## src/hdl/stq_pkg.sv

```systemverilog
`timescale 1ns / 1ps
// ----------------------------------------------------------------------------
// stq_pkg
// Shared types, constants and codes of the sorted timeout queue.
// ----------------------------------------------------------------------------
package stq_pkg;

  localparam int Entries = 16;
  localparam int IdxW = $clog2(Entries);
  localparam int CntW = $clog2(Entries + 1);
  localparam logic [19:0] UsecPerSec = 20'd1000000;
  localparam logic [19:0] UsecMax = 20'd999999;

  typedef enum logic [2:0] {
    OP_INSERT   = 3'd0,
    OP_REMOVE   = 3'd1,
    OP_RESCAN   = 3'd2,
    OP_EXPIRED  = 3'd3,
    OP_EARLIEST = 3'd4
  } op_e;

  typedef enum logic [1:0] {
    ST_OK     = 2'd0,
    ST_BUSY   = 2'd1,
    ST_ABSENT = 2'd2,
    ST_NONE   = 2'd3
  } status_e;

  typedef enum logic [3:0] {
    S_IDLE,
    S_INS_SCAN,
    S_INS_SHIFT,
    S_REM_SCAN,
    S_REM_SHIFT,
    S_RSC_READ,
    S_RSC_CALC,
    S_EXP_READ,
    S_EXP_TEST,
    S_EARLY_READ,
    S_EARLY_EMIT,
    S_DONE
  } state_e;

  // controller to datapath
  typedef struct packed {
    logic load;       // capture input item
    logic clr_idx;    // index := 0
    logic inc_idx;    // index += 1
    logic set_pos;    // pos := index, index := count
    logic pos_end;    // pos := count, index := count
    logic ins_write;  // write slot tables for new timer
    logic shift_up;   // order[index] := order[index-1], index -= 1
    logic put_new;    // order[pos] := handle, valid, count += 1
    logic shift_dn;   // order[pos] := order[pos+1], pos += 1
    logic rem_done;   // drop valid, count -= 1 if pos < count
    logic rd_slot;    // register slot fields of order[index]
    logic rsc_wr;     // write recomputed time left, count expired
    logic clr_exp;
    logic emit_slot;  // result from registered slot
    logic emit_stat;  // result with status only
    logic emit_cnt;   // result with expired count
    status_e stat;
  } stq_cmd_t;

  // datapath to controller
  typedef struct packed {
    op_e      op;
    logic     h_valid;
    logic     h_busy;
    logic     full;
    logic     inf;
    logic     idx_at_end;   // index == count
    logic     idx_gt_pos;
    logic     pos_ge_end;   // pos + 1 >= count
    logic     empty;
    logic     match_ins;    // scanned slot sorts after new timer
    logic     match_rem;    // order[index] == handle
    logic     slot_exp;
  } stq_sts_t;

  function automatic logic [19:0] clamp_usec(logic [19:0] v);
    return (v > UsecMax) ? UsecMax : v;
  endfunction

endpackage

```

## src/hdl/stq_if.sv

```systemverilog
`timescale 1ns / 1ps
// ----------------------------------------------------------------------------
// stq_in_if / stq_out_if
// Valid/ready channels carrying the queue's request and result items.
// ----------------------------------------------------------------------------
interface stq_in_if;
  logic        valid;
  logic        ready;
  logic [2:0]  operation;
  logic [3:0]  handle;
  logic [30:0] timeout_sec;
  logic [19:0] timeout_usec;
  logic        infinite;
  logic [31:0] now_sec;
  logic [19:0] now_usec;
  modport source (output valid, operation, handle, timeout_sec, timeout_usec,
                  infinite, now_sec, now_usec, input ready);
  modport sink (input valid, operation, handle, timeout_sec, timeout_usec,
                infinite, now_sec, now_usec, output ready);
endinterface

interface stq_out_if;
  logic               valid;
  logic               ready;
  logic [1:0]         status;
  logic [3:0]         found_handle;
  logic [4:0]         expired_count;
  logic signed [32:0] left_sec;
  logic [19:0]        left_usec;
  modport source (output valid, status, found_handle, expired_count, left_sec,
                  left_usec, input ready);
  modport sink (input valid, status, found_handle, expired_count, left_sec,
                left_usec, output ready);
endinterface

```

## src/hdl/stq_ctrl.sv

```systemverilog
`timescale 1ns / 1ps
// ----------------------------------------------------------------------------
// stq_ctrl
// Sequencer for insert, remove, rescan and the two lookups.
// ----------------------------------------------------------------------------
module stq_ctrl (
  input  logic               clk_i,
  input  logic               rst_ni,
  input  logic               in_valid_i,
  output logic               in_ready_o,
  input  logic               res_free_i,
  input  stq_pkg::stq_sts_t  sts_i,
  output stq_pkg::stq_cmd_t  cmd_o
);

  stq_pkg::state_e state_q, state_d;

  always_ff @(posedge clk_i or negedge rst_ni) begin
    if (!rst_ni) begin
      state_q <= stq_pkg::S_IDLE;
    end else begin
      state_q <= state_d;
    end
  end

  assign in_ready_o = (state_q == stq_pkg::S_IDLE);

  always_comb begin
    state_d = state_q;
    unique case (state_q)
      stq_pkg::S_IDLE: begin
        // decode happens on the registered item
        if (in_valid_i) state_d = stq_pkg::S_EARLY_READ;
      end
      stq_pkg::S_EARLY_READ: begin
        unique case (sts_i.op)
          stq_pkg::OP_INSERT: begin
            if (!sts_i.h_valid || sts_i.h_busy || sts_i.full) state_d = stq_pkg::S_DONE;
            else if (sts_i.inf) state_d = stq_pkg::S_INS_SHIFT;
            else state_d = stq_pkg::S_INS_SCAN;
          end
          stq_pkg::OP_REMOVE: begin
            if (!sts_i.h_valid || !sts_i.h_busy) state_d = stq_pkg::S_DONE;
            else state_d = stq_pkg::S_REM_SCAN;
          end
          stq_pkg::OP_RESCAN: state_d = stq_pkg::S_RSC_READ;
          stq_pkg::OP_EXPIRED: state_d = stq_pkg::S_EXP_READ;
          stq_pkg::OP_EARLIEST: begin
            if (sts_i.empty) state_d = stq_pkg::S_DONE;
            else state_d = stq_pkg::S_EARLY_EMIT;
          end
          default: state_d = stq_pkg::S_DONE;
        endcase
      end
      stq_pkg::S_INS_SCAN: begin
        if (sts_i.idx_at_end || sts_i.match_ins) state_d = stq_pkg::S_INS_SHIFT;
      end
      stq_pkg::S_INS_SHIFT: begin
        if (!sts_i.idx_gt_pos) state_d = stq_pkg::S_DONE;
      end
      stq_pkg::S_REM_SCAN: begin
        if (sts_i.idx_at_end || sts_i.match_rem) state_d = stq_pkg::S_REM_SHIFT;
      end
      stq_pkg::S_REM_SHIFT: begin
        if (sts_i.pos_ge_end) state_d = stq_pkg::S_DONE;
      end
      stq_pkg::S_RSC_READ: begin
        if (sts_i.idx_at_end) state_d = stq_pkg::S_DONE;
        else state_d = stq_pkg::S_RSC_CALC;
      end
      stq_pkg::S_RSC_CALC: state_d = stq_pkg::S_RSC_READ;
      stq_pkg::S_EXP_READ: begin
        if (sts_i.idx_at_end) state_d = stq_pkg::S_DONE;
        else state_d = stq_pkg::S_EXP_TEST;
      end
      stq_pkg::S_EXP_TEST: begin
        if (sts_i.slot_exp) state_d = stq_pkg::S_DONE;
        else state_d = stq_pkg::S_EXP_READ;
      end
      stq_pkg::S_EARLY_EMIT: state_d = stq_pkg::S_DONE;
      stq_pkg::S_DONE: begin
        if (res_free_i) state_d = stq_pkg::S_IDLE;
      end
      default: state_d = stq_pkg::S_IDLE;
    endcase
  end

  // S_DONE holds until the item's result has left the result register
  always_comb begin
    cmd_o = '0;
    cmd_o.stat = stq_pkg::ST_OK;
    unique case (state_q)
      stq_pkg::S_IDLE: begin
        cmd_o.load = in_valid_i;
        cmd_o.clr_idx = in_valid_i;
      end
      stq_pkg::S_EARLY_READ: begin
        cmd_o.rd_slot = 1'b1;
        cmd_o.clr_exp = 1'b1;
        unique case (sts_i.op)
          stq_pkg::OP_INSERT: begin
            if (!sts_i.h_valid) begin
              cmd_o.emit_stat = 1'b1;
              cmd_o.stat = stq_pkg::ST_ABSENT;
            end else if (sts_i.h_busy || sts_i.full) begin
              cmd_o.emit_stat = 1'b1;
              cmd_o.stat = stq_pkg::ST_BUSY;
            end else begin
              cmd_o.ins_write = 1'b1;
              if (sts_i.inf) cmd_o.pos_end = 1'b1;
            end
          end
          stq_pkg::OP_REMOVE: begin
            if (!sts_i.h_valid || !sts_i.h_busy) begin
              cmd_o.emit_stat = 1'b1;
              cmd_o.stat = stq_pkg::ST_ABSENT;
            end
          end
          stq_pkg::OP_RESCAN, stq_pkg::OP_EXPIRED: ;
          stq_pkg::OP_EARLIEST: begin
            if (sts_i.empty) begin
              cmd_o.emit_stat = 1'b1;
              cmd_o.stat = stq_pkg::ST_NONE;
            end
          end
          default: cmd_o.emit_stat = 1'b1;
        endcase
      end
      stq_pkg::S_INS_SCAN: begin
        if (sts_i.idx_at_end || sts_i.match_ins) cmd_o.set_pos = 1'b1;
        else cmd_o.inc_idx = 1'b1;
      end
      stq_pkg::S_INS_SHIFT: begin
        if (sts_i.idx_gt_pos) cmd_o.shift_up = 1'b1;
        else begin
          cmd_o.put_new = 1'b1;
          cmd_o.emit_stat = 1'b1;
        end
      end
      stq_pkg::S_REM_SCAN: begin
        if (sts_i.idx_at_end || sts_i.match_rem) cmd_o.set_pos = 1'b1;
        else cmd_o.inc_idx = 1'b1;
      end
      stq_pkg::S_REM_SHIFT: begin
        if (sts_i.pos_ge_end) begin
          cmd_o.rem_done = 1'b1;
          cmd_o.emit_stat = 1'b1;
        end else cmd_o.shift_dn = 1'b1;
      end
      stq_pkg::S_RSC_READ: begin
        if (sts_i.idx_at_end) cmd_o.emit_cnt = 1'b1;
        else cmd_o.rd_slot = 1'b1;
      end
      stq_pkg::S_RSC_CALC: begin
        cmd_o.rsc_wr = 1'b1;
        cmd_o.inc_idx = 1'b1;
      end
      stq_pkg::S_EXP_READ: begin
        if (sts_i.idx_at_end) begin
          cmd_o.emit_stat = 1'b1;
          cmd_o.stat = stq_pkg::ST_NONE;
        end else cmd_o.rd_slot = 1'b1;
      end
      stq_pkg::S_EXP_TEST: begin
        if (sts_i.slot_exp) cmd_o.emit_slot = 1'b1;
        else cmd_o.inc_idx = 1'b1;
      end
      stq_pkg::S_EARLY_EMIT: cmd_o.emit_slot = 1'b1;
      stq_pkg::S_DONE: ;
      default: ;
    endcase
  end

endmodule

```

## src/hdl/stq_datapath.sv

```systemverilog
`timescale 1ns / 1ps
// ----------------------------------------------------------------------------
// stq_datapath
// Slot tables, order list, scan index and result register.
// ----------------------------------------------------------------------------
module stq_datapath (
  input  logic                           clk_i,
  input  logic                           rst_ni,
  input  logic [2:0]                     operation_i,
  input  logic [3:0]                     handle_i,
  input  logic [30:0]                    timeout_sec_i,
  input  logic [19:0]                    timeout_usec_i,
  input  logic                           infinite_i,
  input  logic [31:0]                    now_sec_i,
  input  logic [19:0]                    now_usec_i,
  input  stq_pkg::stq_cmd_t              cmd_i,
  output stq_pkg::stq_sts_t              sts_o,
  output logic                           res_free_o,
  output logic                           res_valid_o,
  input  logic                           res_ready_i,
  output logic [1:0]                     status_o,
  output logic [3:0]                     found_handle_o,
  output logic [4:0]                     expired_count_o,
  output logic signed [32:0]             left_sec_o,
  output logic [19:0]                    left_usec_o
);

  localparam int IdxW = stq_pkg::IdxW;
  localparam int CntW = stq_pkg::CntW;
  localparam int N = stq_pkg::Entries;

  // captured item
  logic [2:0]  op_q;
  logic [3:0]  h_q;
  logic [30:0] tsec_q;
  logic [19:0] tusec_q;
  logic        inf_q;
  logic [31:0] nsec_q;
  logic [19:0] nusec_q;

  logic [N-1:0]       valid_q;
  logic [N-1:0]       inf_tab_q;
  logic [32:0]        dl_sec_q [N];
  logic [19:0]        dl_usec_q [N];
  logic signed [33:0] rem_sec_q [N];
  logic [19:0]        rem_usec_q [N];
  logic [IdxW-1:0]    order_q [N];
  logic [CntW-1:0]    count_q;
  logic [CntW-1:0]    idx_q;
  logic [CntW-1:0]    pos_q;
  logic [CntW-1:0]    exp_q;

  // registered slot under test
  logic [IdxW-1:0]    sl_h_q;
  logic               sl_inf_q;
  logic signed [33:0] sl_sec_q;
  logic [19:0]        sl_usec_q;
  logic [32:0]        sl_dsec_q;
  logic [19:0]        sl_dusec_q;

  logic               rv_q;
  logic [1:0]         rs_q;
  logic [3:0]         rh_q;
  logic [4:0]         rc_q;
  logic signed [32:0] rls_q;
  logic [19:0]        rlu_q;

  logic [IdxW-1:0] hi;
  logic [IdxW-1:0] cur;
  logic [IdxW-1:0] idx_i;
  logic            h_ok;
  logic signed [33:0] tsec_x;
  logic            ins_less;
  logic [20:0]     du_sum;
  logic [33:0]     ds_sum;
  logic signed [34:0] rs_new;
  logic [20:0]     ru_tmp;
  logic [19:0]     ru_new;
  logic            new_exp;
  logic signed [33:0] sat_sec;

  assign h_ok = ({1'b0, h_q} < 5'(N));
  assign hi = IdxW'(h_q);
  assign idx_i = idx_q[IdxW-1:0];
  assign cur = order_q[idx_i];
  assign tsec_x = 34'(tsec_q);
  assign ins_less = inf_tab_q[cur] || (tsec_x < rem_sec_q[cur]) ||
                    ((tsec_x == rem_sec_q[cur]) && (tusec_q < rem_usec_q[cur]));

  assign du_sum = {1'b0, nusec_q} + {1'b0, tusec_q};
  assign ds_sum = 34'(nsec_q) + 34'(tsec_q);

  always_comb begin
    if (nusec_q > sl_dusec_q) begin
      ru_tmp = {1'b0, sl_dusec_q} + 21'(stq_pkg::UsecPerSec) - {1'b0, nusec_q};
      rs_new = 35'(sl_dsec_q) - 35'sd1 - 35'(nsec_q);
    end else begin
      ru_tmp = {1'b0, sl_dusec_q} - {1'b0, nusec_q};
      rs_new = 35'(sl_dsec_q) - 35'(nsec_q);
    end
    ru_new = ru_tmp[19:0];
    new_exp = (rs_new < 0) || (rs_new == 0 && ru_new == 20'd0);
  end

  always_comb begin
    sat_sec = sl_sec_q;
    if (sl_sec_q < -34'sd4294967296) sat_sec = -34'sd4294967296;
    if (sl_sec_q > 34'sd4294967295) sat_sec = 34'sd4294967295;
  end

  always_comb begin
    sts_o.op = stq_pkg::op_e'(op_q);
    sts_o.h_valid = h_ok;
    sts_o.h_busy = valid_q[hi];
    sts_o.full = (count_q >= CntW'(N));
    sts_o.inf = inf_q;
    sts_o.idx_at_end = (idx_q == count_q);
    sts_o.idx_gt_pos = (idx_q > pos_q);
    sts_o.pos_ge_end = ((pos_q + 1'b1) >= count_q);
    sts_o.empty = (count_q == '0);
    sts_o.match_ins = ins_less;
    sts_o.match_rem = (cur == hi);
    sts_o.slot_exp = !sl_inf_q &&
                     ((sl_sec_q < 0) || (sl_sec_q == 0 && sl_usec_q == 20'd0));
  end

  always_ff @(posedge clk_i) begin
    if (cmd_i.load) begin
      op_q <= operation_i;
      h_q <= handle_i;
      tsec_q <= timeout_sec_i;
      tusec_q <= stq_pkg::clamp_usec(timeout_usec_i);
      inf_q <= infinite_i;
      nsec_q <= now_sec_i;
      nusec_q <= stq_pkg::clamp_usec(now_usec_i);
    end
    if (cmd_i.rd_slot) begin
      sl_h_q <= cur;
      sl_inf_q <= inf_tab_q[cur];
      sl_sec_q <= rem_sec_q[cur];
      sl_usec_q <= rem_usec_q[cur];
      sl_dsec_q <= dl_sec_q[cur];
      sl_dusec_q <= dl_usec_q[cur];
    end
    if (cmd_i.ins_write) begin
      rem_sec_q[hi] <= tsec_x;
      rem_usec_q[hi] <= tusec_q;
      inf_tab_q[hi] <= inf_q;
      if (du_sum >= 21'(stq_pkg::UsecPerSec)) begin
        dl_usec_q[hi] <= 20'(du_sum - 21'(stq_pkg::UsecPerSec));
        dl_sec_q[hi] <= 33'(ds_sum + 34'd1);
      end else begin
        dl_usec_q[hi] <= du_sum[19:0];
        dl_sec_q[hi] <= ds_sum[32:0];
      end
    end
    if (cmd_i.rsc_wr && !sl_inf_q) begin
      rem_sec_q[sl_h_q] <= rs_new[33:0];
      rem_usec_q[sl_h_q] <= ru_new;
    end
    if (cmd_i.shift_up) order_q[idx_i] <= order_q[IdxW'(idx_q - 1'b1)];
    if (cmd_i.shift_dn) order_q[pos_q[IdxW-1:0]] <= order_q[IdxW'(pos_q + 1'b1)];
    if (cmd_i.put_new) order_q[pos_q[IdxW-1:0]] <= hi;
  end

  always_ff @(posedge clk_i or negedge rst_ni) begin
    if (!rst_ni) begin
      valid_q <= '0;
      count_q <= '0;
      idx_q <= '0;
      pos_q <= '0;
      exp_q <= '0;
      rv_q <= 1'b0;
    end else begin
      if (cmd_i.clr_idx) idx_q <= '0;
      if (cmd_i.inc_idx) idx_q <= idx_q + 1'b1;
      if (cmd_i.shift_up) idx_q <= idx_q - 1'b1;
      if (cmd_i.set_pos) begin
        pos_q <= idx_q;
        idx_q <= count_q;
      end
      if (cmd_i.pos_end) begin
        pos_q <= count_q;
        idx_q <= count_q;
      end
      if (cmd_i.shift_dn) pos_q <= pos_q + 1'b1;
      if (cmd_i.put_new) begin
        valid_q[hi] <= 1'b1;
        count_q <= count_q + 1'b1;
      end
      if (cmd_i.rem_done) begin
        valid_q[hi] <= 1'b0;
        if (pos_q < count_q) count_q <= count_q - 1'b1;
      end
      if (cmd_i.clr_exp) exp_q <= '0;
      if (cmd_i.rsc_wr && !sl_inf_q && new_exp) exp_q <= exp_q + 1'b1;
      if (rv_q && res_ready_i) rv_q <= 1'b0;
      if (cmd_i.emit_slot || cmd_i.emit_stat || cmd_i.emit_cnt) rv_q <= 1'b1;
    end
  end

  always_ff @(posedge clk_i) begin
    if (cmd_i.emit_stat) begin
      rs_q <= cmd_i.stat;
      rh_q <= '0;
      rc_q <= '0;
      rls_q <= '0;
      rlu_q <= '0;
    end
    if (cmd_i.emit_cnt) begin
      rs_q <= stq_pkg::ST_OK;
      rh_q <= '0;
      rc_q <= 5'(exp_q);
      rls_q <= '0;
      rlu_q <= '0;
    end
    if (cmd_i.emit_slot) begin
      rs_q <= stq_pkg::ST_OK;
      rh_q <= 4'(sl_h_q);
      rc_q <= '0;
      rls_q <= sat_sec[32:0];
      rlu_q <= sl_usec_q;
    end
  end

  assign res_free_o = !rv_q || res_ready_i;
  assign res_valid_o = rv_q;
  assign status_o = rs_q;
  assign found_handle_o = rh_q;
  assign expired_count_o = rc_q;
  assign left_sec_o = rls_q;
  assign left_usec_o = rlu_q;

endmodule

```

## src/hdl/sorted_timeout_queue.sv

```systemverilog
`timescale 1ns / 1ps
// ----------------------------------------------------------------------------
// sorted_timeout_queue
// Sorted timer table with insert, remove, rescan and lookups.
// ----------------------------------------------------------------------------
// Rescan and expired search walk the order list entry by entry. One item
// at a time: the next item is taken only after the result of the last one
// has been accepted, so result stalls hold back the next item. Reset clears
// the valid bits and the entry count at once.
module sorted_timeout_queue (
  input  logic     clk_i,
  input  logic     rst_ni,
  stq_in_if.sink   in_i,
  stq_out_if.source out_o
);

  stq_pkg::stq_cmd_t cmd;
  stq_pkg::stq_sts_t sts;
  logic res_free;

  stq_ctrl u_ctrl (
    .clk_i      (clk_i),
    .rst_ni     (rst_ni),
    .in_valid_i (in_i.valid),
    .in_ready_o (in_i.ready),
    .res_free_i (res_free),
    .sts_i      (sts),
    .cmd_o      (cmd)
  );

  stq_datapath u_dp (
    .clk_i           (clk_i),
    .rst_ni          (rst_ni),
    .operation_i     (in_i.operation),
    .handle_i        (in_i.handle),
    .timeout_sec_i   (in_i.timeout_sec),
    .timeout_usec_i  (in_i.timeout_usec),
    .infinite_i      (in_i.infinite),
    .now_sec_i       (in_i.now_sec),
    .now_usec_i      (in_i.now_usec),
    .cmd_i           (cmd),
    .sts_o           (sts),
    .res_free_o      (res_free),
    .res_valid_o     (out_o.valid),
    .res_ready_i     (out_o.ready),
    .status_o        (out_o.status),
    .found_handle_o  (out_o.found_handle),
    .expired_count_o (out_o.expired_count),
    .left_sec_o      (out_o.left_sec),
    .left_usec_o     (out_o.left_usec)
  );

endmodule

```

## src/flat_wrapper.sv

```systemverilog
// flat-port wrapper written by rule: the top's interface ports become plain ports
module sorted_timeout_queue_flat 
  (clk_i, rst_ni, in_i_valid, in_i_operation, in_i_handle, in_i_timeout_sec, in_i_timeout_usec, in_i_infinite, in_i_now_sec, in_i_now_usec, in_i_ready, out_o_valid, out_o_status, out_o_found_handle, out_o_expired_count, out_o_left_sec, out_o_left_usec, out_o_ready);
  stq_in_if in_i_i ();
  stq_out_if out_o_i ();
  input  logic clk_i;
  input  logic rst_ni;
  input wire logic [$bits(in_i_i.valid)-1:0] in_i_valid;
  input wire logic [$bits(in_i_i.operation)-1:0] in_i_operation;
  input wire logic [$bits(in_i_i.handle)-1:0] in_i_handle;
  input wire logic [$bits(in_i_i.timeout_sec)-1:0] in_i_timeout_sec;
  input wire logic [$bits(in_i_i.timeout_usec)-1:0] in_i_timeout_usec;
  input wire logic [$bits(in_i_i.infinite)-1:0] in_i_infinite;
  input wire logic [$bits(in_i_i.now_sec)-1:0] in_i_now_sec;
  input wire logic [$bits(in_i_i.now_usec)-1:0] in_i_now_usec;
  output wire logic [$bits(in_i_i.ready)-1:0] in_i_ready;
  output wire logic [$bits(out_o_i.valid)-1:0] out_o_valid;
  output wire logic [$bits(out_o_i.status)-1:0] out_o_status;
  output wire logic [$bits(out_o_i.found_handle)-1:0] out_o_found_handle;
  output wire logic [$bits(out_o_i.expired_count)-1:0] out_o_expired_count;
  output wire logic [$bits(out_o_i.left_sec)-1:0] out_o_left_sec;
  output wire logic [$bits(out_o_i.left_usec)-1:0] out_o_left_usec;
  input wire logic [$bits(out_o_i.ready)-1:0] out_o_ready;
  assign in_i_i.valid = in_i_valid;
  assign in_i_i.operation = in_i_operation;
  assign in_i_i.handle = in_i_handle;
  assign in_i_i.timeout_sec = in_i_timeout_sec;
  assign in_i_i.timeout_usec = in_i_timeout_usec;
  assign in_i_i.infinite = in_i_infinite;
  assign in_i_i.now_sec = in_i_now_sec;
  assign in_i_i.now_usec = in_i_now_usec;
  assign in_i_ready = in_i_i.ready;
  assign out_o_valid = out_o_i.valid;
  assign out_o_status = out_o_i.status;
  assign out_o_found_handle = out_o_i.found_handle;
  assign out_o_expired_count = out_o_i.expired_count;
  assign out_o_left_sec = out_o_i.left_sec;
  assign out_o_left_usec = out_o_i.left_usec;
  assign out_o_i.ready = out_o_ready;
  sorted_timeout_queue u_core (.clk_i(clk_i), .rst_ni(rst_ni), .in_i(in_i_i), .out_o(out_o_i));
endmodule
```

## config.mk

```make
export PLATFORM = sky130hd
export DESIGN_NAME = sorted_timeout_queue_flat
export DESIGN_NICKNAME = d
export VERILOG_FILES = /design/src/hdl/stq_pkg.sv /design/src/hdl/stq_if.sv /design/src/hdl/stq_ctrl.sv /design/src/hdl/stq_datapath.sv /design/src/hdl/sorted_timeout_queue.sv /design/src/flat_wrapper.sv
export SDC_FILE = /design/constraint.sdc
export NUM_CORES = 2
export LEC_CHECK = 0
export BUFFER_PORTS_ARGS = -buffer_cell sky130_fd_sc_hd__buf_4
export CORE_MARGIN = 1.5
export CORE_UTILIZATION = 50
export CTS_CLUSTER_SIZE = 16
export DETAILED_ROUTE_END_ITERATION = 8
export PLACE_DENSITY = 0.74
export SETUP_SLACK_MARGIN = 0.2
export SLEW_MARGIN = 20
export SYNTH_ARGS = -nofsm -noshare
export SYNTH_HDL_FRONTEND = slang
export SYNTH_SLANG_ARGS = --single-unit
```

## constraint.sdc

```tcl
create_clock -name clk_i -period 7.05 [get_ports clk_i]
set_input_delay 1.0575 -clock clk_i [delete_from_list [all_inputs] [get_ports clk_i]]
set_output_delay 1.0575 -clock clk_i [all_outputs]
set_load 0.1 [all_outputs]
```

# Word-level counts from Yosys, hierarchy flattened

Memories as Yosys holds them, arrays and structs flattened. A register that Yosys moved wholly into a read port is not among the register bits.
Index checks and enable logic that the tools add are counted.

Add/sub/neg operators: 16
$lt $le $gt $ge: 17
Eq/ne operators: 24
Muxes and demuxes: 119
Bitwise logic cells: 6
Reduce and logical (&&, ||, !) cells: 40

Operator list:

| kind                                                                               | number |
|---|---|
| 33-bit 2-to-1 mux                                                                  | 6 |
| 20-bit 2-to-1 mux                                                                  | 6 |
| 5-bit 2-to-1 mux                                                                   | 15 |
| 4-bit 2-to-1 mux                                                                   | 18 |
| 4-bit one-hot mux with 12 select lines                                             | 1 |
| 1-bit 2-to-1 mux                                                                   | 45 |
| 20-bit greater-than comparator (second input constant)                             | 2 |
| 20-bit logical NOT                                                                 | 2 |
| 20-bit subtractor                                                                  | 2 |
| 35-bit logical NOT                                                                 | 1 |
| 35-bit by 1-bit less-than comparator with 1-bit output (second input constant)     | 1 |
| 35-bit 2-to-1 mux                                                                  | 1 |
| 34-bit by 33-bit subtractor with 35-bit output                                     | 1 |
| 32-bit by 34-bit equality test with 1-bit output                                   | 1 |
| 34-bit by 33-bit greater-than comparator with 1-bit output (second input constant) | 1 |
| 34-bit logical NOT                                                                 | 1 |
| 32-bit by 34-bit less-than comparator with 1-bit output                            | 1 |
| 34-bit by 1-bit less-than comparator with 1-bit output (second input constant)     | 1 |
| 34-bit by 33-bit less-than comparator with 1-bit output (second input constant)    | 1 |
| 34-bit 2-to-1 mux                                                                  | 1 |
| 34-bit OR reduction                                                                | 1 |
| 33-bit by 1-bit subtractor with 34-bit output (second input constant)              | 1 |
| 33-bit by 32-bit subtractor with 34-bit output                                     | 1 |
| 32-bit by 31-bit adder with 33-bit output                                          | 1 |
| 53 further kinds                                                                   | 110 |

Register bits: 291
Bits in writable memories: 1776
Input bits: 115
Output and inout port bits: 66
Word-level logic and storage cells: 251
Memories: 5

Memories:

| name                   | depth | bits a word | rd ports | clocked after Yosys merged registers in | write ports | line               | source |
|---|---|---|---|---|---|---|---|
| u_core.u_dp.rem_sec_q  | 16    | 34          | 1        | 0                                       | 1           | stq_datapath.sv:45 | `logic signed [33:0] rem_sec_q [N];` |
| u_core.u_dp.dl_sec_q   | 16    | 33          | 1        | 1                                       | 1           | stq_datapath.sv:43 | `logic [32:0] dl_sec_q [N];` |
| u_core.u_dp.dl_usec_q  | 16    | 20          | 1        | 1                                       | 1           | stq_datapath.sv:44 | `logic [19:0] dl_usec_q [N];` |
| u_core.u_dp.rem_usec_q | 16    | 20          | 1        | 0                                       | 1           | stq_datapath.sv:46 | `logic [19:0] rem_usec_q [N];` |
| u_core.u_dp.order_q    | 16    | 4           | 3        | 0                                       | 1           | stq_datapath.sv:47 | `logic [IdxW-1:0] order_q [N];` |

# Longest topological paths before layout

An unclocked memory read counts as a cell.

Word-level depth: 12
Mapped depth: 29
Depth with buffers taken out: 23

# By module

From an unflattened synthesis, not the netlist that was laid out.

Cells, all modules: 7909
Area, all modules: 105178.4 um2

By module, submodules not included:

| module       | instances | cells an instance | area each (um2) |
|---|---|---|---|
| stq_datapath | 1         | 7800              | 104473.9 |
| stq_ctrl     | 1         | 109               | 704.4 |

# Least setup slack after synthesis

Ideal clock, no wire load.

Path kind: reg-to-reg
Start point: register u_core.u_dp.h_q[0]
End point: memory u_core.u_dp.dl_sec_q[10][0], enable pin
Data arrival time: 6053 ps
Data required time: 6521 ps
Slack: 468 ps
Cell stages (with the launch flop): 9
Clock period less this slack: 6582 ps
Path through: edfxtp_1 buf_6 mux4_2 mux4_2 or2_4 nor2_8 nand2_1 clkbuf_1 nor3_1

Word-level cells in the longest chain between the ends: 9

Ends and longest elaborated chain:

| element                                    | line                                     | source |
|---|---|---|
| start: declaration                         | stq_datapath.sv:34                       | `logic [3:0] h_q;` |
| start signal: assignment                   | stq_datapath.sv:130                      | `h_q <= handle_i;` |
| 1-bit binary-select mux with 4-bit select  | stq_datapath.sv:114                      | `sts_o.h_busy = valid_q[hi];` |
| 1-bit 2-to-1 mux (not written as such)     | stq_datapath.sv:114                      |  |
| 1-bit logical OR                           | stq_ctrl.sv:105                          | `end else if (sts_i.h_busy \|\| sts_i.full) begin` |
| 2-bit 2-to-1 mux                           | stq_ctrl.sv:105                          |  |
| 2-bit 2-to-1 mux                           | stq_ctrl.sv:100                          | `unique case (sts_i.op)` |
| 2-bit 2-to-1 mux                           | stq_ctrl.sv:92                           | `unique case (state_q)` |
| 1-bit 2-to-1 mux                           | stq_datapath.sv:145                      | `if (cmd_i.ins_write) begin` |
| 1-bit 2-to-1 mux, on equally long branches | stq_datapath.sv:151, stq_datapath.sv:154 |  |
| 1-bit bitwise OR (no source line)          | n/a                                      |  |
| end: declaration                           | stq_datapath.sv:43                       |  |

Several ways; a longest one is shown, not always the timed one. The select of a mux whose other input is x is not followed.

# Final worst setup path

Start point: register u_core.u_dp.idx_q[0]
End point: register u_core.u_dp.idx_q[2]

Word-level cells in the longest chain between the ends: 12

Ends and longest elaborated chain:

| element                                                                               | line                                   | source |
|---|---|---|
| start: declaration                                                                    | stq_datapath.sv:49                     | `logic [CntW-1:0] idx_q;` |
| start signal: assignment                                                              | stq_datapath.sv:176                    | `if (cmd_i.inc_idx) idx_q <= idx_q + 1'b1;` |
| start signal: assignment                                                              | stq_datapath.sv:177                    | `if (cmd_i.shift_up) idx_q <= idx_q - 1'b1;` |
| start signal: assignment                                                              | stq_datapath.sv:180                    | `idx_q <= count_q;` |
| memory 16 x 4 bit                                                                     | n/a                                    |  |
| memory 16 x 34 bit, or another cell as far along                                      | n/a                                    |  |
| 32-bit by 34-bit less-than comparator with 1-bit output, or another cell as far along | stq_datapath.sv:87                     | `assign ins_less = inf_tab_q[cur] \|\| (tsec_x < rem_sec_q[cur]) \|\|` |
| 1-bit logical OR or 1-bit logical AND (tied branches)                                 | stq_datapath.sv:87, stq_datapath.sv:88 |  |
| 1-bit logical OR                                                                      | stq_datapath.sv:87                     |  |
| 1-bit logical OR                                                                      | stq_ctrl.sv:130                        | `if (sts_i.idx_at_end \|\| sts_i.match_ins) cmd_o.set_pos = 1'b1;` |
| 1-bit 2-to-1 mux                                                                      | stq_ctrl.sv:130                        |  |
| 1-bit one-hot mux with 4 select lines                                                 | stq_ctrl.sv:92                         |  |
| 5-bit 2-to-1 mux                                                                      | stq_datapath.sv:176                    |  |
| 5-bit 2-to-1 mux                                                                      | stq_datapath.sv:177                    |  |
| 5-bit 2-to-1 mux                                                                      | stq_datapath.sv:178                    | `if (cmd_i.set_pos) begin` |
| 5-bit 2-to-1 mux                                                                      | stq_datapath.sv:182                    | `if (cmd_i.pos_end) begin` |

Several ways; a longest one is shown, not always the timed one. The select of a mux whose other input is x is not followed.
A chain may end at the register's enable or synchronous reset.

==> reports/qor.txt <==
Number of remaining DRC errors = 0
Worst hold path type = input pin to asynchronous set/reset pin
Synth-to-Final Area Change = 12.0%
Worst Path Arrival = 7380 ps
Sw Share = 44.1%
FFs w/ async S/R, synth = 1.93%
Yosys cell types = 112
Setup Buffers After CTS = 0
Final TNS setup = 0 ps
Dpl cell area = 0.103 mm^2
Worst skew pair latency = 890 ps
Post-route clock period utilization = 93.9%
Status = complete, no violations
Initial drt markers = 8,519
Number of antenna violations at the first check in global routing = 7
Total number of vias = 67.9k
Fillers = 15.2k
Vias per inst = 6.23
Top post-synthesis cells by area = edfxtp_1 (64%), nand2_1 (7.3%), and3_1 (3.0%)
First-pass GRT wire length = 408,000 um
DP HPWL = 176,000 um
Fraction of layout cells with a size suffix above 1 = 11.3%
Switch Pwr = 25.2 mW
Clock transition at path regs = 70 ps
CTS hold repair buffers = 0
Critical path class = register to register
Placer Congestion = 0.998
Synth warn = 0
Final WL = 279,000 um
Tot Pwr = 57.2 mW
Wire length per cell = 25.6 um
Cell Pwr Density = 522 mW/mm^2
Port-buffer cells = 180
WP data required = 7810 ps
Clock power share = 19.3%
Clk_skew = 64.1 ps
Part of the power in registers = 30.3%
Post-Synthesis Cells = 8,059
Syn avg cell area = 12.1 um^2
Number of placement rows = 162
Total Routing Usage GR = 27.6%
Largest net degree at the start of global routing = 213
Max-capacitance violation count = 0
# setup viols final = 0
Slew HR = 18.4%
CTS tree = done
Synth top area share = 63.7%
Routed Antenna Nets = 0
Vias in the first global route = 64.6k
Combinational share of power = 50.4%
Area leader, netlist = edfxtp_1
Synth Net Count = 8,426
Nets = 8,557
Fin area = 0.110 mm^2
Core Box Area = 0.195 mm^2
Tmin final = 6620 ps
Fmax = 151 MHz
Io pins = 181
Root Buffer = clkbuf_16
Slew Viols, Final = 0
Leak = 39.7 nW
Die area = 0.198 mm^2
EDFF count, synth = 2,072
Sink Count = 2,120
Inserted Clock Buffers = 202
Main synth FF type = edfxtp_1
Max IR drop VDD = 0.000667 V
Post-synthesis register bit count = 2,120
Hold Vio Cnt, Final = 0
Final Util = 56.3%
Setup crit start kind = register
RSZ-0062 raised after global routing = false
DR pass1 iterations = 6
Worst Path Max Fanout = 65
Least-Margin Pin Slew = 1220 ps
Mapped cell area = 0.0978 mm^2
Die height = 445 um
Grt ovf = 0
CTS H-tree lvls = 4
Critical path endpoint category = register
Internal = 32.0 mW
Clk buf depth = 3
Die W = 445 um
Seq/Total Area, Yosys = 64.8%
Starting Density = 50.2%
[cell type report]
cell class | count | area, um^2 | share of cell area (%)
flip-flops and latches | 2120 | 63400 | 57.9
clock inverters | 137 | 1510 | 1.38
multi-input cells | 5253 | 32100 | 29.3
inverters | 212 | 817 | 0.746
repair buffers | 401 | 3290 | 3.00
clock buffers | 240 | 5220 | 4.76
well taps | 2542 | 3180 | 2.90
diodes | 6 | 15.0 | 0.0137
[per-stage QoR]
step | hold WS, ps | cells | worst slack [ps]
floorplan | 486 | 8059 | 468
finish | 210 | 10911 | 429
global route | 233 | 10905 | 241
detailed placement | 464 | 10528 | 477
CTS | 197 | 10905 | 417
global placement | 464 | 10528 | 586
[power groups by stage]
stage                     Combinational [mW]  Clock (mW)  Sequential (mW)
after global placement                  27.4           0             17.6
after global routing                    31.0        11.6             17.4
final                                   28.8        11.0             17.3
after floorplan                         18.4           0             18.4
after detailed placement                28.1           0             17.6
after CTS                               28.3        11.1             17.3
[layer usage]
metal  vias to the layer above  part of all wire (%)  global-route usage (%)
met1                     33203                    38                    36.4
met4                         4                   6.2                    15.8
met3                       691                    10                    4.84
met5                         -                0.0079                       0
li1                      30163                     -                       -
met2                      3885                    46                    43.2
[worst max-delay path, cell delays in order (launching register included)]
cell and delay [ps]:
dfrtp_4 570, mux4_2 540, mux2_2 300, a32oi_4 400
inv_8 250, buf_12 300, and3_1 180, a311oi_1 250
a21oi_1 70, mux2i_1 440, inv_1 130, ha_1 320
nand4_1 160, nor3_1 390, o211ai_1 170, a2111o_1 410
a21oi_1 220, o211a_1 220, o32ai_1 120, o2111ai_1 250
nand2_4 220, mux2_2 330, a22oi_2 120, o21ai_1 80
[cells by family (layout without fill, tap and decap cells)]
kind of cell	after synthesis	count (layout)	synth area share, %
AOI/OAI and AO/OA	1424	1424	9.74
DFF	2120	2120	64.8
and+or+nand+nor	3197	3197	14.9
buffers and inverters	686	990	2.75
other	0	6	0
xor gates and xnor gates	203	203	1.82
adders and majority gates	252	252	3.36
muxes	177	177	2.63
[placed cells by master (no fill, tap or decap), types with 57 or more instances in the layout]
cell / instances
ha_1: 234
o21ai_0: 142
buf_4: 379
edfxtp_1: 2072
clkbuf_16: 202
nand2_1: 1906
xnor2_1: 111
a21oi_1: 461
and3_1: 462
a311oi_1: 262
mux2i_1: 63
nand2b_1: 63
inv_1: 206
mux4_2: 57
xor2_1: 80
a21o_1: 60
nor3_1: 144
a31oi_1: 202
nor2_1: 253
[state kept, by name, indices dropped and copies added, names as in the netlist, 31 cells and up, named ones only]
name and count:
u_core.u_dp.rem_usec_q 320, u_core.u_dp.sl_dsec_q 33, u_core.u_dp.dl_usec_q 320, u_core.u_dp.sl_sec_q 34, u_core.u_dp.rem_sec_q 544, u_core.u_dp.left_sec_o 33
u_core.u_dp.dl_sec_q 528, u_core.u_dp.nsec_q 32, u_core.u_dp.tsec_q 31, u_core.u_dp.order_q 64
[final timing paths]
kind	end	cells after the start	slack, ps	from
hold reg to reg	u_core.u_dp.expired_count_o[0]	1	480	u_core.u_dp.expired_count_o[0]
setup / recovery	u_core.u_dp.idx_q[2]	23	430	u_core.u_dp.idx_q[0]
setup reg to reg	u_core.u_dp.idx_q[2]	23	430	u_core.u_dp.idx_q[0]
min in group clk_i	u_core.u_dp.nsec_q[8]	1	340	in_i_now_sec[8]
max in group asynchronous	u_core.u_dp.idx_q[0]	1	6340	rst_ni
hold / removal	u_core.u_dp.res_valid_o	1	210	rst_ni
[synthesized netlist by cell type (all sizes together) (29+ instances only)]
| cell type | n |
|---|---|
| a31oi | 204 |
| a21o | 60 |
| mux2 | 55 |
| and2 | 30 |
| dfrtp | 41 |
| ha | 234 |
| o21a | 30 |
| xnor2 | 118 |
| nand2b | 63 |
| o21ai | 159 |
| nor3 | 160 |
| buf | 64 |
| mux2i | 64 |
| nor4 | 41 |
| nand4 | 37 |
| a21oi | 461 |
| a311oi | 262 |
| clkbuf | 410 |
| nor2 | 275 |
| inv | 210 |
| nor2b | 36 |
| mux4 | 58 |
| nand2 | 1908 |
| edfxtp | 2072 |
| and3 | 470 |
| or3 | 29 |
| nand3 | 57 |
| xor2 | 85 |
[repair_timing]
item	in CTS	in global routing
setup endpoints to repair	0	8
hold endpoints to repair	0	0
gates resized for setup	0	3
Power figures use the tool's default switching activity.
